## src/rtl/lskc_pkg.sv

```systemverilog
// Package for the letter-shift key cipher: widths, ASCII bounds, register
// indexes, the configuration struct and the mod-26 reduction.
// No dependencies.
package lskc_pkg;

  localparam int unsigned KEY_MAX_DEF = 16;
  localparam int unsigned KEY_SLOTS   = 16;
  localparam int unsigned POS_W       = 4;
  localparam int unsigned LEN_W       = 5;
  localparam int unsigned ENTRY_W     = 6;
  localparam int unsigned SHIFTS_W    = 48;
  localparam int unsigned BYTE_W      = 8;
  localparam int unsigned CFG_IDX_W   = 2;
  localparam int unsigned CFG_DATA_W  = 48;
  localparam int unsigned ALPHA_W     = 5;

  localparam logic [6:0]        ALPHA_N  = 7'd26;
  localparam logic [7:0]        WRAP_BIAS = 8'sd52;
  localparam logic [BYTE_W-1:0] CHR_LC_A = 8'h61;
  localparam logic [BYTE_W-1:0] CHR_LC_Z = 8'h7A;
  localparam logic [BYTE_W-1:0] CHR_UC_A = 8'h41;
  localparam logic [BYTE_W-1:0] CHR_UC_Z = 8'h5A;

  typedef enum logic [CFG_IDX_W-1:0] {
    REG_DECRYPT_MODE    = 2'd0,
    REG_KEY_LENGTH      = 2'd1,
    REG_KEY_SHIFTS_LOW  = 2'd2,
    REG_KEY_SHIFTS_HIGH = 2'd3
  } cfg_reg_t;

  typedef struct packed {
    logic                  decrypt;
    logic [LEN_W-1:0]      key_length;
    logic [2*SHIFTS_W-1:0] key_shifts;
  } cfg_t;

  // value 0..109 reduced modulo 26
  function automatic logic [ALPHA_W-1:0] mod26(input logic [6:0] v);
    logic [6:0] r;
    r = v;
    for (int i = 0; i < 4; i++) begin
      if (r >= ALPHA_N) begin
        r = r - ALPHA_N;
      end
    end
    return r[ALPHA_W-1:0];
  endfunction

endpackage

```

## src/rtl/lskc_ifs.sv

```systemverilog
// Valid/ready channel interfaces for the cipher: text in, text out, config.
// Depends on lskc_pkg.
interface lskc_in_if;
  logic                        valid;
  logic                        ready;
  logic [lskc_pkg::BYTE_W-1:0] in_byte;
  logic                        restart;
  modport source(output valid, in_byte, restart, input ready);
  modport sink(input valid, in_byte, restart, output ready);
endinterface

interface lskc_out_if;
  logic                        valid;
  logic                        ready;
  logic [lskc_pkg::BYTE_W-1:0] out_byte;
  modport source(output valid, out_byte, input ready);
  modport sink(input valid, out_byte, output ready);
endinterface

interface lskc_cfg_if;
  logic                            valid;
  logic                            ready;
  logic [lskc_pkg::CFG_IDX_W-1:0]  index;
  logic [lskc_pkg::CFG_DATA_W-1:0] data;
  modport source(output valid, index, data, input ready);
  modport sink(input valid, index, data, output ready);
endinterface

```

## src/rtl/lskc_cfg_regs.sv

```systemverilog
// Configuration register bank: mode, key length and the packed key entries.
// Depends on lskc_pkg and lskc_ifs.
module lskc_cfg_regs (
  input  logic           clk,
  input  logic           rst_n,
  lskc_cfg_if.sink       cfg_ch,
  output lskc_pkg::cfg_t cfg
);

  logic                              decrypt_r;
  logic [lskc_pkg::LEN_W-1:0]        key_length_r;
  logic [lskc_pkg::SHIFTS_W-1:0]     shifts_lo_r;
  logic [lskc_pkg::SHIFTS_W-1:0]     shifts_hi_r;
  lskc_pkg::cfg_reg_t                idx;

  assign cfg_ch.ready = 1'b1;
  assign idx          = lskc_pkg::cfg_reg_t'(cfg_ch.index);

  always_ff @(posedge clk) begin
    if (!rst_n) begin
      decrypt_r    <= 1'b0;
      key_length_r <= lskc_pkg::LEN_W'(1);
      shifts_lo_r  <= '0;
      shifts_hi_r  <= '0;
    end else if (cfg_ch.valid) begin
      case (idx)
        lskc_pkg::REG_DECRYPT_MODE:    decrypt_r    <= cfg_ch.data[0];
        lskc_pkg::REG_KEY_LENGTH:      key_length_r <= cfg_ch.data[lskc_pkg::LEN_W-1:0];
        lskc_pkg::REG_KEY_SHIFTS_LOW:  shifts_lo_r  <= cfg_ch.data[lskc_pkg::SHIFTS_W-1:0];
        lskc_pkg::REG_KEY_SHIFTS_HIGH: shifts_hi_r  <= cfg_ch.data[lskc_pkg::SHIFTS_W-1:0];
        default: ;
      endcase
    end
  end

  assign cfg.decrypt    = decrypt_r;
  assign cfg.key_length = key_length_r;
  assign cfg.key_shifts = {shifts_hi_r, shifts_lo_r};

endmodule

```

## src/rtl/lskc_shift_core.sv

```systemverilog
// Single-pass datapath: letter detect, key entry select, add/subtract and
// mod-26 wrap, plus next key position. Depends on lskc_pkg.
module lskc_shift_core #(
  parameter int unsigned KEY_MAX = lskc_pkg::KEY_MAX_DEF
) (
  input  lskc_pkg::cfg_t               cfg,
  input  logic [lskc_pkg::BYTE_W-1:0]  byte_in,
  input  logic [lskc_pkg::POS_W-1:0]   pos_in,
  output logic [lskc_pkg::BYTE_W-1:0]  byte_out,
  output logic                         is_letter,
  output logic [lskc_pkg::POS_W-1:0]   pos_next
);

  localparam logic [lskc_pkg::LEN_W-1:0] LEN_CAP = lskc_pkg::LEN_W'(KEY_MAX);

  logic                               is_lower;
  logic                               is_upper;
  logic [lskc_pkg::BYTE_W-1:0]        base;
  logic [lskc_pkg::LEN_W-1:0]         len_eff;
  logic [lskc_pkg::POS_W-1:0]         pos_use;
  logic [lskc_pkg::LEN_W-1:0]         pos_inc;
  logic [lskc_pkg::ENTRY_W-1:0]       entries [lskc_pkg::KEY_SLOTS];
  logic signed [7:0]                  shift;
  logic signed [7:0]                  sum;
  logic [lskc_pkg::ALPHA_W-1:0]       wrapped;

  assign is_lower  = (byte_in >= lskc_pkg::CHR_LC_A) && (byte_in <= lskc_pkg::CHR_LC_Z);
  assign is_upper  = (byte_in >= lskc_pkg::CHR_UC_A) && (byte_in <= lskc_pkg::CHR_UC_Z);
  assign is_letter = is_lower || is_upper;
  assign base      = is_lower ? lskc_pkg::CHR_LC_A : lskc_pkg::CHR_UC_A;

  always_comb begin
    if (cfg.key_length == '0) begin
      len_eff = lskc_pkg::LEN_W'(1);
    end else if (cfg.key_length > LEN_CAP) begin
      len_eff = LEN_CAP;
    end else begin
      len_eff = cfg.key_length;
    end
  end

  // stale position after a shorter key length falls back to entry 0
  assign pos_use = ({1'b0, pos_in} >= len_eff) ? '0 : pos_in;
  assign pos_inc = {1'b0, pos_use} + lskc_pkg::LEN_W'(1);
  assign pos_next = (pos_inc >= len_eff) ? '0 : pos_inc[lskc_pkg::POS_W-1:0];

  always_comb begin
    for (int i = 0; i < lskc_pkg::KEY_SLOTS; i++) begin
      entries[i] = cfg.key_shifts[i*lskc_pkg::ENTRY_W +: lskc_pkg::ENTRY_W];
    end
  end

  always_comb begin
    shift = 8'(signed'(entries[pos_use]));
    if (cfg.decrypt) begin
      shift = -shift;
    end
    // offset 0..25 plus shift -32..32 plus bias stays within 20..109
    sum     = signed'(byte_in - base) + shift + signed'(lskc_pkg::WRAP_BIAS);
    wrapped = lskc_pkg::mod26(sum[6:0]);
  end

  assign byte_out = is_letter ? (base + lskc_pkg::BYTE_W'(wrapped)) : byte_in;

endmodule

```

## src/rtl/letter_shift_key_cipher_unit.sv

```systemverilog
// Letter-shift key cipher, top level. Depends on lskc_pkg, lskc_ifs,
// lskc_cfg_regs and lskc_shift_core.
// A beat passes the input register, then the result register.
// Throughput: one byte per cycle unless the output stalls.
// Reset (rst_n low, synchronous): both stages empty, key position 0,
// decrypt off, key length 1, all key entries 0.
module letter_shift_key_cipher_unit #(
  parameter int unsigned KEY_MAX = lskc_pkg::KEY_MAX_DEF
) (
  input logic        clk,
  input logic        rst_n,
  lskc_in_if.sink    in_ch,
  lskc_out_if.source out_ch,
  lskc_cfg_if.sink   cfg_ch
);

  lskc_pkg::cfg_t                  cfg;
  logic                            s1_valid_r;
  logic [lskc_pkg::BYTE_W-1:0]     s1_byte_r;
  logic                            s1_restart_r;
  logic                            out_valid_r;
  logic [lskc_pkg::BYTE_W-1:0]     out_byte_r;
  logic [lskc_pkg::POS_W-1:0]      key_pos_r;
  logic [lskc_pkg::POS_W-1:0]      key_pos_nxt;
  logic [lskc_pkg::POS_W-1:0]      pos_cur;
  logic [lskc_pkg::POS_W-1:0]      pos_adv;
  logic [lskc_pkg::BYTE_W-1:0]     res_byte;
  logic                            is_letter;
  logic                            s1_adv;
  logic                            in_take;

  lskc_cfg_regs u_cfg (
    .clk    (clk),
    .rst_n  (rst_n),
    .cfg_ch (cfg_ch),
    .cfg    (cfg)
  );

  assign pos_cur = s1_restart_r ? '0 : key_pos_r;

  lskc_shift_core #(.KEY_MAX(KEY_MAX)) u_core (
    .cfg       (cfg),
    .byte_in   (s1_byte_r),
    .pos_in    (pos_cur),
    .byte_out  (res_byte),
    .is_letter (is_letter),
    .pos_next  (pos_adv)
  );

  assign s1_adv      = s1_valid_r && (!out_valid_r || out_ch.ready);
  assign in_ch.ready = !s1_valid_r || s1_adv;
  assign in_take     = in_ch.valid && in_ch.ready;
  assign key_pos_nxt = is_letter ? pos_adv : pos_cur;

  always_ff @(posedge clk) begin
    if (!rst_n) begin
      s1_valid_r  <= 1'b0;
      out_valid_r <= 1'b0;
      key_pos_r   <= '0;
    end else begin
      if (in_take) begin
        s1_valid_r <= 1'b1;
      end else if (s1_adv) begin
        s1_valid_r <= 1'b0;
      end
      if (s1_adv) begin
        out_valid_r <= 1'b1;
        key_pos_r   <= key_pos_nxt;
      end else if (out_ch.ready) begin
        out_valid_r <= 1'b0;
      end
    end
  end

  always_ff @(posedge clk) begin
    if (in_take) begin
      s1_byte_r    <= in_ch.in_byte;
      s1_restart_r <= in_ch.restart;
    end
    if (s1_adv) begin
      out_byte_r <= res_byte;
    end
  end

  assign out_ch.valid    = out_valid_r;
  assign out_ch.out_byte = out_byte_r;

  a_nonletter_pass: assert property (@(posedge clk) disable iff (!rst_n)
    (s1_adv && !is_letter) |=> (out_byte_r == $past(s1_byte_r)))
    else $error("non-letter beat altered");

  a_nonletter_pos: assert property (@(posedge clk) disable iff (!rst_n)
    (s1_adv && !is_letter && !s1_restart_r) |=> $stable(key_pos_r))
    else $error("key position moved on a non-letter");

  a_lower_stays: assert property (@(posedge clk) disable iff (!rst_n)
    (s1_adv && s1_byte_r >= lskc_pkg::CHR_LC_A && s1_byte_r <= lskc_pkg::CHR_LC_Z)
      |=> (out_byte_r >= lskc_pkg::CHR_LC_A && out_byte_r <= lskc_pkg::CHR_LC_Z))
    else $error("lower-case letter left its range");

  a_stall_full: assert property (@(posedge clk) disable iff (!rst_n)
    !in_ch.ready |-> (s1_valid_r && out_valid_r))
    else $error("input stalled with a free stage");

endmodule

```

## src/flat_wrapper.sv

```systemverilog
// flat-port wrapper written by rule: the top's interface ports become plain ports
module letter_shift_key_cipher_unit_flat 
#(
  parameter int unsigned KEY_MAX = lskc_pkg::KEY_MAX_DEF
)
  (clk, rst_n, in_ch_valid, in_ch_in_byte, in_ch_restart, in_ch_ready, out_ch_valid, out_ch_out_byte, out_ch_ready, cfg_ch_valid, cfg_ch_index, cfg_ch_data, cfg_ch_ready);
  lskc_in_if in_ch_i ();
  lskc_out_if out_ch_i ();
  lskc_cfg_if cfg_ch_i ();
  input logic clk;
  input logic rst_n;
  input wire logic [$bits(in_ch_i.valid)-1:0] in_ch_valid;
  input wire logic [$bits(in_ch_i.in_byte)-1:0] in_ch_in_byte;
  input wire logic [$bits(in_ch_i.restart)-1:0] in_ch_restart;
  output wire logic [$bits(in_ch_i.ready)-1:0] in_ch_ready;
  output wire logic [$bits(out_ch_i.valid)-1:0] out_ch_valid;
  output wire logic [$bits(out_ch_i.out_byte)-1:0] out_ch_out_byte;
  input wire logic [$bits(out_ch_i.ready)-1:0] out_ch_ready;
  input wire logic [$bits(cfg_ch_i.valid)-1:0] cfg_ch_valid;
  input wire logic [$bits(cfg_ch_i.index)-1:0] cfg_ch_index;
  input wire logic [$bits(cfg_ch_i.data)-1:0] cfg_ch_data;
  output wire logic [$bits(cfg_ch_i.ready)-1:0] cfg_ch_ready;
  assign in_ch_i.valid = in_ch_valid;
  assign in_ch_i.in_byte = in_ch_in_byte;
  assign in_ch_i.restart = in_ch_restart;
  assign in_ch_ready = in_ch_i.ready;
  assign out_ch_valid = out_ch_i.valid;
  assign out_ch_out_byte = out_ch_i.out_byte;
  assign out_ch_i.ready = out_ch_ready;
  assign cfg_ch_i.valid = cfg_ch_valid;
  assign cfg_ch_i.index = cfg_ch_index;
  assign cfg_ch_i.data = cfg_ch_data;
  assign cfg_ch_ready = cfg_ch_i.ready;
  letter_shift_key_cipher_unit #(.KEY_MAX(KEY_MAX)) u_core (.clk(clk), .rst_n(rst_n), .in_ch(in_ch_i), .out_ch(out_ch_i), .cfg_ch(cfg_ch_i));
endmodule
```

## config.mk

```make
export PLATFORM = sky130hd
export DESIGN_NAME = letter_shift_key_cipher_unit_flat
export DESIGN_NICKNAME = d
export VERILOG_FILES = /design/src/rtl/lskc_pkg.sv /design/src/rtl/lskc_ifs.sv /design/src/rtl/lskc_cfg_regs.sv /design/src/rtl/lskc_shift_core.sv /design/src/rtl/letter_shift_key_cipher_unit.sv /design/src/flat_wrapper.sv
export SDC_FILE = /design/constraint.sdc
export NUM_CORES = 1
export LEC_CHECK = 0
export BUFFER_PORTS_ARGS = -buffer_cell sky130_fd_sc_hd__buf_4
export CORE_MARGIN = 2
export CORE_UTILIZATION = 58
export CTS_BUF_LIST = sky130_fd_sc_hd__clkbuf_8
export DETAILED_ROUTE_END_ITERATION = 16
export HOLD_SLACK_MARGIN = 0.06
export PLACE_DENSITY = 0.81
export SLEW_MARGIN = 30
export SYNTH_ARGS = -nofsm -noshare
export SYNTH_HDL_FRONTEND = slang
export SYNTH_HIERARCHICAL = 1
export SYNTH_SLANG_ARGS = --single-unit
export TNS_END_PERCENT = 20
```

## constraint.sdc

```tcl
create_clock -name clk -period 12.9 [get_ports clk]
set_input_delay 2.58 -clock clk [delete_from_list [all_inputs] [get_ports clk]]
set_output_delay 2.58 -clock clk [all_outputs]
set_load 0.03 [all_outputs]
```

==> run_results.csv, run 1 <==
group,metric,value,unit
sta,finalHoldViolCount,0,
yosys,synthCells,893,
power,finalPower,1.47,mW
yosys,yosysUniqueCellTypes,94,
yosys,ys_seq_area_frac,0.336,
critical_path,crit_slowest_cell,"o22ai_1",
critical_path,cp-start-kind,"register",
yosys,async_flop_share,0,
grt,grt_max_degree,101,
floorplanning,fp-row-count,42,
power,p_leak,3.78,nW
placement,pre_cts_ws,2.33,ns
detailed_routing,final_antenna_net_count,0,
critical_path,cp_max_fo,14,
sta,clock_skew,0.00929,ns
placement,gp_congestion,0.940,
clock_network,clock_sinks,125,
clock_network,cts_tree,"yes",
final_layout,fillers,1053,
detailed_routing,drc,0,
detailed_routing,dr.pass1.iters,5,
detailed_routing,wl_per_cell,17.0,um
final_layout,fin_nets,1036,
sta,tns,0,ns
sta,drv_slew,0,
grt,antenna_found_initial,0,
yosys,ys.flop_type,"dfxtp_1",
floorplanning,die-area,14700,um^2
yosys,synth_edf_count,17,
clock_network,cts_buffers,17,
placement,dpl_cell_area,8490,um^2
status,status,"finished, final reports clean",
grt,grt_pass1_wl,31500,um
worst_hold_path,hold_path_class,"register to register",
grt,gr-total-overflow,0,
detailed_routing,drt-total-wl,19200,um
sta,rsz0062_at_grt,"false",
placement,io_buffers,73,
sta,finalSetupViolCount,0,
clock_network,clkSlewWorstSetupHoldPaths,0.07,ns
yosys,syn_nets,987,
sta,period_share,0.835,
detailed_routing,initialDrtViolationCount,585,
critical_path,criticalPathCategory,"register to register",
clock_network,cts_root_buf,"clkbuf_8",
clock_network,htreeDepth,4,
sta,tightestPinTransition,0.934,ns
grt,grtUsageTotal,0.272,
final_layout,postLayoutCellArea,8850,um^2
floorplanning,start_util,0.599,
clock_network,cts_hold_buf,0,
critical_path,rrSetupSlack,2.13,ns
yosys,synth_top_area_frac,0.272,
critical_path,crit_top_cell,"ha_1",
floorplanning,fp.dieH,121,um
detailed_routing,vias_per_cell,5.86,
sta,worst_hold_slack,0.456,ns
yosys,ys_seq_elements,125,
critical_path,crit_path_end_kind,"register",
sta,fmax,92.8,MHz
floorplanning,ios,75,
power,peakVddDrop,0.113,mV
floorplanning,fp.dieW,121,um
grt,grt_pass1_vias,6446,
final_layout,drive_gt1_frac,0.168,
clock_network,cts_resized,0,
sta,setup_slack,2.13,ns
critical_path,required,13.19,ns
clock_network,post_cts_buffers,0,
yosys,synth_area_per_cell,8.91,um^2
clock_network,clock_latency,0.44,ns
final_layout,area_growth,11.2,%
critical_path,arrival,11.06,ns
sta,timing.slew.headroom,0.377,
critical_path,cpPeakStageDelay,0.66,ns
yosys,yosys-top-cells-area,"dfxtp_1 27%, mux2i_1 14%, nand2_1 11%",
clock_network,cts_max_path_buffers,2,
yosys,synth_area,7960,um^2
final_layout,antennaDiodeCount,0,
placement,dp_hpwl,14000,um
floorplanning,core,13300,um^2
detailed_routing,vias,6620,
job,cap_violations,0,
sta,fin_crit,10.77,ns
yosys,yosysWarnings,6,
power,power.density,166,nW/um^2
yosys,synth_area_leader_cell,"dfxtp_1",
[stage by stage]
stage | std cells | utilization
2_1_floorplan | 893 | -
6_report | 1130 | 0.666
4_1_cts | 1130 | 0.666
5_1_grt | 1130 | 0.666
3_5_place_dp | 1099 | 0.639
3_3_place_gp | 1099 | 0.639
[metal layers]
metal	GRT usage	vias to the layer above	part of all wire
met4	0.0855	0	0.018
met5	0	-	0
met3	0.0555	32	0.059
met2	0.428	237	0.46
met1	0.376	3091	0.46
li1	-	3260	-
[cell usage after synthesis (14+ instances only)]
| cell | n |
|---|---|
| o21ai_0 | 21 |
| ha_1 | 27 |
| inv_1 | 28 |
| nand2_1 | 226 |
| mux2i_1 | 114 |
| buf_2 | 15 |
| edfxtp_1 | 17 |
| a21oi_1 | 24 |
| nand3_1 | 30 |
| xnor2_1 | 14 |
| nor2_1 | 29 |
| dfxtp_1 | 108 |
| clkbuf_1 | 14 |
[power by group]
group          internal [mW]  switching, mW  leakage [nW]
logic                  0.299          0.436          2.54
registers              0.414         0.0107          1.04
clock network          0.160          0.148         0.199
total                  0.872          0.595          3.78
[flip-flops by register name, summed over array words and instances (netlist names), 4 cells and up]
signal and cells:
u_core/key_pos_r 4, u_core/out_ch.out_byte 8, u_core/s1_byte_r 8, u_core/u_cfg/key_length_r 5
u_core/u_cfg/shifts_hi_r 48, u_core/u_cfg/shifts_lo_r 48
[layout by cell type, fill, tap and decap left out, types with 17 or more instances in the layout]
master / instances
o21ai_0: 21
clkbuf_8: 23
dfxtp_1: 108
ha_1: 27
nand2_1: 226
mux2i_1: 114
inv_1: 32
nor2_1: 29
edfxtp_1: 17
a21oi_1: 24
buf_4: 79
nand3_1: 29
[kinds of logic (layout without fill, tap and decap cells)]
family,after synthesis,after routing,share of synthesized area
adders and majority gates,30,30,0.0500
xor gates and xnor gates,23,23,0.0281
other,1,1,0.000471
AOI/OAI and AO/OA,123,123,0.111
DFF,125,125,0.336
buffers and inverters,79,140,0.0511
muxes,132,132,0.187
and+or+nand+nor,380,380,0.236
[layout make-up]
cell class | instances | area, um^2 | area share
timing repair buffer | 79 | 593 | 0.0670
tap | 176 | 220 | 0.0249
clock inverter | 8 | 42.5 | 0.00481
sequential | 125 | 2670 | 0.302
clock buffer | 23 | 317 | 0.0358
multi-input combinational | 689 | 4890 | 0.553
inverter | 30 | 113 | 0.0127
[final timing paths]
kind	startpoint	end	cells past startpoint
worst min register to register	u_core/u_cfg/shifts_lo_r[43]	u_core/u_cfg/shifts_lo_r[43]	2
worst max register to register	u_core/s1_restart_r	u_core/out_ch.out_byte[4]	43
worst max-delay path	u_core/s1_restart_r	u_core/out_ch.out_byte[4]	43
worst min-delay path	u_core/u_cfg/shifts_lo_r[43]	u_core/u_cfg/shifts_lo_r[43]	2
[critical path: cells and delay by family, from the launching register on]
| family | cells | cell delay, ns |
|---|---|---|
| xor gates and xnor gates | 3 | 1.06 |
| AOI/OAI and AO/OA | 17 | 3.96 |
| buffers and inverters | 4 | 0.64 |
| adders and majority gates | 8 | 2.08 |
| DFF | 1 | 0.50 |
| and+or+nand+nor | 11 | 2.36 |
Note: power is estimated with default switching activity, not from simulation.
==> run 2, diff against run 1 <==
==> constraint.sdc (replaced) <==
create_clock -name clk -period 10.6 [get_ports clk]
set_input_delay 2.12 -clock clk [delete_from_list [all_inputs] [get_ports clk]]
set_output_delay 2.12 -clock clk [all_outputs]
set_load 0.03 [all_outputs]
==> run_results.csv, run 2 (synthesis results as in run 1) <==
group,metric,value,unit
clock_network,cts_root_buf,"clkbuf_8",
grt,gr-total-overflow,0,
critical_path,cp_max_fo,10,
final_layout,drive_gt1_frac,0.188,
worst_hold_path,min_from,"u_core/u_cfg/shifts_lo_r[20]",
floorplanning,fp.dieH,121,um
power,power.density,212,nW/um^2
critical_path,crit_path_end_kind,"register",
final_layout,reg_top3,"u_core/u_cfg/shifts_hi_r x48, u_core/u_cfg/shifts_lo_r x48",
floorplanning,die-area,14700,um^2
sta,timing.slew.headroom,0.364,
clock_network,cts_max_path_buffers,2,
clock_network,clock_latency,0.46,ns
final_layout,fin_nets,1042,
sta,period_share,0.927,
critical_path,rrSetupSlack,0.78,ns
floorplanning,fp-row-count,42,
grt,grt_pass1_wl,31200,um
placement,dpl_cell_area,8510,um^2
critical_path,criticalPathCategory,"register to register",
floorplanning,core,13300,um^2
final_layout,antennaDiodeCount,0,
grt,grtUsageTotal,0.271,
final_layout,area_growth,13.5,%
worst_hold_path,hold_path_class,"register to register",
clock_network,cts_buffers,17,
sta,worst_hold_slack,0.459,ns
grt,met2_usage,0.427,
clock_network,htreeDepth,4,
power,finalPower,1.91,mW
sta,clock_skew,0.0103,ns
detailed_routing,wl_per_cell,17.0,um
job,cap_violations,0,
floorplanning,start_util,0.599,
final_layout,layout_common_cells,"225 x nand2_1, 114 x mux2i_1, 108 x dfxtp_1",
clock_network,clkSlewWorstSetupHoldPaths,0.07,ns
grt,antenna_found_initial,0,
worst_hold_path,min_to,"u_core/u_cfg/shifts_lo_r[20]",
critical_path,arrival,10.13,ns
power,p_leak,3.85,nW
placement,io_buffers,73,
detailed_routing,vias,6730,
final_layout,postLayoutCellArea,9030,um^2
critical_path,worst-r2r-cell-count,42,
critical_path,crit_slowest_cell,"fa_1",
grt,grt_max_degree,106,
critical_path,r2r-start,"u_core/s1_restart_r",
final_layout,fin_cells,1137,
detailed_routing,drt-total-wl,19300,um
detailed_routing,drc,0,
floorplanning,ios,75,
sta,tns,0,ns
worst_hold_path,worstHoldPathCells,2,
critical_path,critPathBufInv,4,
critical_path,cp-start-kind,"register",
critical_path,required,10.91,ns
placement,dp_hpwl,13900,um
status,status,"finished, final reports clean",
sta,finalHoldViolCount,0,
floorplanning,fp.dieW,121,um
detailed_routing,initialDrtViolationCount,667,
grt,grt_pass1_vias,6442,
sta,fin_crit,9.82,ns
detailed_routing,dr.pass1.iters,5,
sta,tightestPinTransition,0.955,ns
clock_network,clock_sinks,125,
final_layout,layout_commonest_cell,"nand2_1",
grt,grtUsageMet3,0.0569,
placement,gp_congestion,0.937,
critical_path,cpPeakStageDelay,0.52,ns
critical_path,critPathTopFamily,"simple AND/OR/NAND/NOR gates",
sta,fmax,102,MHz
critical_path,crit_top_cell,"ha_1",
detailed_routing,final_antenna_net_count,0,
power,peakVddDrop,0.130,mV
detailed_routing,vias_per_cell,5.92,
critical_path,r2r-end,"u_core/out_ch.out_byte[4]",
clock_network,cts_tree,"yes",
grt,use_met1,0.368,
grt,busiest_layer,"met2",
sta,finalSetupViolCount,0,
sta,drv_slew,0,
placement,placedCellCount,1101,
-- run 2: stage by stage --
stage               utilization  setup WS (ns)
floorplan                     -           1.43
global placement          0.640          0.630
detailed placement        0.640          0.246
CTS                       0.674          0.162
global route              0.679        -0.0742
finish                    0.679          0.775
-- run 2: power by group --
part / internal (mW) / switching, mW / leakage, nW / total, mW
combinational: 0.379 / 0.549 / 2.59 / 0.928
sequential: 0.504 / 0.0125 / 1.04 / 0.516
clock: 0.269 / 0.197 / 0.223 / 0.466
-- run 2: final cells by class --
cell class	count	area (um^2)
repair buffers	85	642
flip-flops and latches	125	2670
inverters	30	113
clock inverters	13	186
clock buffers	19	262
well taps	176	220
multi-input cells	689	4940
fillers	1058	4260
-- run 2: what timing repair did --
action,in CTS,in global routing
endpoints found under the setup margin,0,7
resized for setup,0,12
setup buffers,0,4
hold buffers,0,0
-- run 2: layer usage --
| metal | share of wire | vias to the layer above | routed length [um] |
|---|---|---|---|
| met2 | 0.46 | 241 | 8930 |
| met4 | 0.023 | 0 | 452 |
| met5 | 0 | - | 0 |
| met3 | 0.062 | 41 | 1200 |
| li1 | - | 3273 | - |
| met1 | 0.45 | 3175 | 8760 |
-- run 2: worst max path at each step --
stage | start | to | slack [ns] | depth (start not counted)
after global routing | u_core/s1_restart_r | u_core/out_ch.out_byte[4] | -0.07 | 43
final | u_core/s1_restart_r | u_core/out_ch.out_byte[4] | 0.78 | 42
after global placement | u_core/s1_restart_r | u_core/out_ch.out_byte[4] | 0.63 | 42
after CTS | u_core/s1_restart_r | u_core/out_ch.out_byte[4] | 0.16 | 42
after detailed placement | u_core/s1_restart_r | u_core/out_ch.out_byte[4] | 0.25 | 42
after floorplan | u_core/s1_restart_r | u_core/out_ch.out_byte[4] | 1.43 | 46
-- run 2: worst reg2reg max path: cells and delay by family (launching register included) --
kind / cells / cell delay (ns)
DFF: 1 / 0.50
buffers and inverters: 4 / 0.41
xor gates and xnor gates: 4 / 1.10
AOI/OAI and AO/OA: 13 / 2.61
adders and majority gates: 8 / 2.30
and+or+nand+nor: 13 / 2.73
==> run 3, diff against run 2 <==
==> constraint.sdc (replaced) <==
create_clock -name clk -period 12.5 [get_ports clk]
set_input_delay 2.5 -clock clk [delete_from_list [all_inputs] [get_ports clk]]
set_output_delay 2.5 -clock clk [all_outputs]
set_load 0.03 [all_outputs]
==> run_results.csv, run 3 (synthesis results as in run 1) <==
group,metric,value,unit
final_layout,fin_nets,1036,
detailed_routing,initialDrtViolationCount,717,
sta,finalHoldViolCount,0,
clock_network,cts_resized,0,
detailed_routing,drt-total-wl,19700,um
placement,placedCellCount,1099,
power,finalPower,1.58,mW
placement,gp_congestion,0.938,
floorplanning,fp.dieH,121,um
final_layout,layout_common_cells,"226 x nand2_1, 114 x mux2i_1, 108 x dfxtp_1",
sta,setup_slack,1.74,ns
clock_network,cts_buffers,17,
final_layout,layout_commonest_cell,"nand2_1",
final_layout,final_core_util,0.670,
power,peakVddDrop,0.128,mV
clock_network,cts_max_path_buffers,2,
power,power_frac_seq,0.277,
sta,finalSetupViolCount,0,
detailed_routing,met2RoutedLength,9070,um
sta,drv_slew,0,
detailed_routing,dr.pass1.iters,6,
detailed_routing,highest_layer,"met4",
grt,grt_max_degree,101,
floorplanning,ios,75,
floorplanning,die-area,14700,um^2
power,p_leak,3.80,nW
critical_path,arrival,11.05,ns
clock_network,cts_root_buf,"clkbuf_8",
power,switching_share,0.395,
grt,antenna_found_initial,0,
grt,grtUsageTotal,0.281,
detailed_routing,final_antenna_net_count,0,
critical_path,cp-start-kind,"register",
power,p_switching,0.625,mW
sta,worst_hold_slack,0.456,ns
critical_path,criticalPathCategory,"register to register",
placement,dp_hpwl,14000,um
critical_path,crit_top_cell,"ha_1",
detailed_routing,dr_wl_met3,1230,um
job,cap_violations,0,
detailed_routing,vias_per_cell,6.03,
clock_network,cts_hold_buf,0,
power,p_int,0.956,mW
floorplanning,start_util,0.599,
sta,timing.slew.headroom,0.371,
sta,rsz0062_at_grt,"false",
power,clkPwrFrac,0.234,
status,status,"finished, final reports clean",
placement,pre_cts_ws,1.96,ns
sta,tightestPinTransition,0.944,ns
clock_network,clock_sinks,125,
final_layout,area_growth,11.9,%
power,p_comb_frac,0.488,
grt,grt_pass1_wl,32500,um
sta,period_share,0.861,
critical_path,crit_slowest_cell,"o22ai_1",
clock_network,post_cts_buffers,0,
sta,tns,0,ns
power,power.density,177,nW/um^2
sta,fin_crit,10.76,ns
placement,io_buffers,73,
detailed_routing,vias,6807,
final_layout,drive_gt1_frac,0.169,
clock_network,clkSlewWorstSetupHoldPaths,0.07,ns
final_layout,antennaDiodeCount,0,
critical_path,cpPeakStageDelay,0.64,ns
sta,fmax,92.9,MHz
clock_network,cts_tree,"yes",
grt,gr-total-overflow,0,
worst_hold_path,hold_path_class,"register to register",
critical_path,cp_max_fo,14,
detailed_routing,drc,0,
placement,dpl_cell_area,8490,um^2
grt,grt_pass1_vias,6578,
floorplanning,fp-row-count,42,
clock_network,htreeDepth,4,
floorplanning,fp.dieW,121,um
critical_path,required,12.79,ns
sta,clock_skew,0.00959,ns
clock_network,clock_latency,0.44,ns
final_layout,fin_cells,1128,
detailed_routing,wl_per_cell,17.5,um
final_layout,postLayoutCellArea,8910,um^2
critical_path,crit_path_end_kind,"register",
floorplanning,core,13300,um^2
detailed_routing,met1_length,9000,um
final_layout,reg_top3,"u_core/u_cfg/shifts_hi_r x48, u_core/u_cfg/shifts_lo_r x48",
-- run 3: routing by layer --
metal  global-route usage  vias up
li1                     -     3254
met1                0.386     3230
met2                0.440      280
met3               0.0597       43
met4               0.0963        0
met5                    0        -
-- run 3: critical path, delay by kind of cell (launching register included) --
kind,cells,cell delay [ns]
adder cells (fa/ha/maj),8,2.08
flip-flops,1,0.51
AO/OA/AOI/OAI,17,3.93
XOR/XNOR,3,1.05
buffers and inverters,4,0.63
AND/OR/NAND/NOR,11,2.40
-- run 3: path summary, 6_finish.rpt --
kind	start	end	slack, ns	cells past startpoint
max	u_core/s1_restart_r	u_core/out_ch.out_byte[4]	1.74	43
min	u_core/u_cfg/shifts_lo_r[28]	u_core/u_cfg/shifts_lo_r[28]	0.46	2
max reg2reg	u_core/s1_restart_r	u_core/out_ch.out_byte[4]	1.74	43
min reg2reg	u_core/u_cfg/shifts_lo_r[28]	u_core/u_cfg/shifts_lo_r[28]	0.46	2
-- run 3: power groups by stage --
stage	Clock, mW	Combinational [mW]	Sequential (mW)
after global routing	0.397	0.848	0.440
after CTS	0.376	0.758	0.438
after detailed placement	0	0.749	0.447
final	0.371	0.772	0.439
after global placement	0	0.744	0.446
after floorplan	0	0.609	0.450
-- run 3: cell type report --
| type | instances | area, um^2 |
|---|---|---|
| multi-input combinational | 689 | 4890 |
| clock inverter | 7 | 113 |
| clock buffer | 22 | 303 |
| sequential | 125 | 2670 |
| tap | 176 | 220 |
| inverter | 30 | 113 |
| fill | 1041 | 4390 |
| timing repair buffer | 79 | 593 |
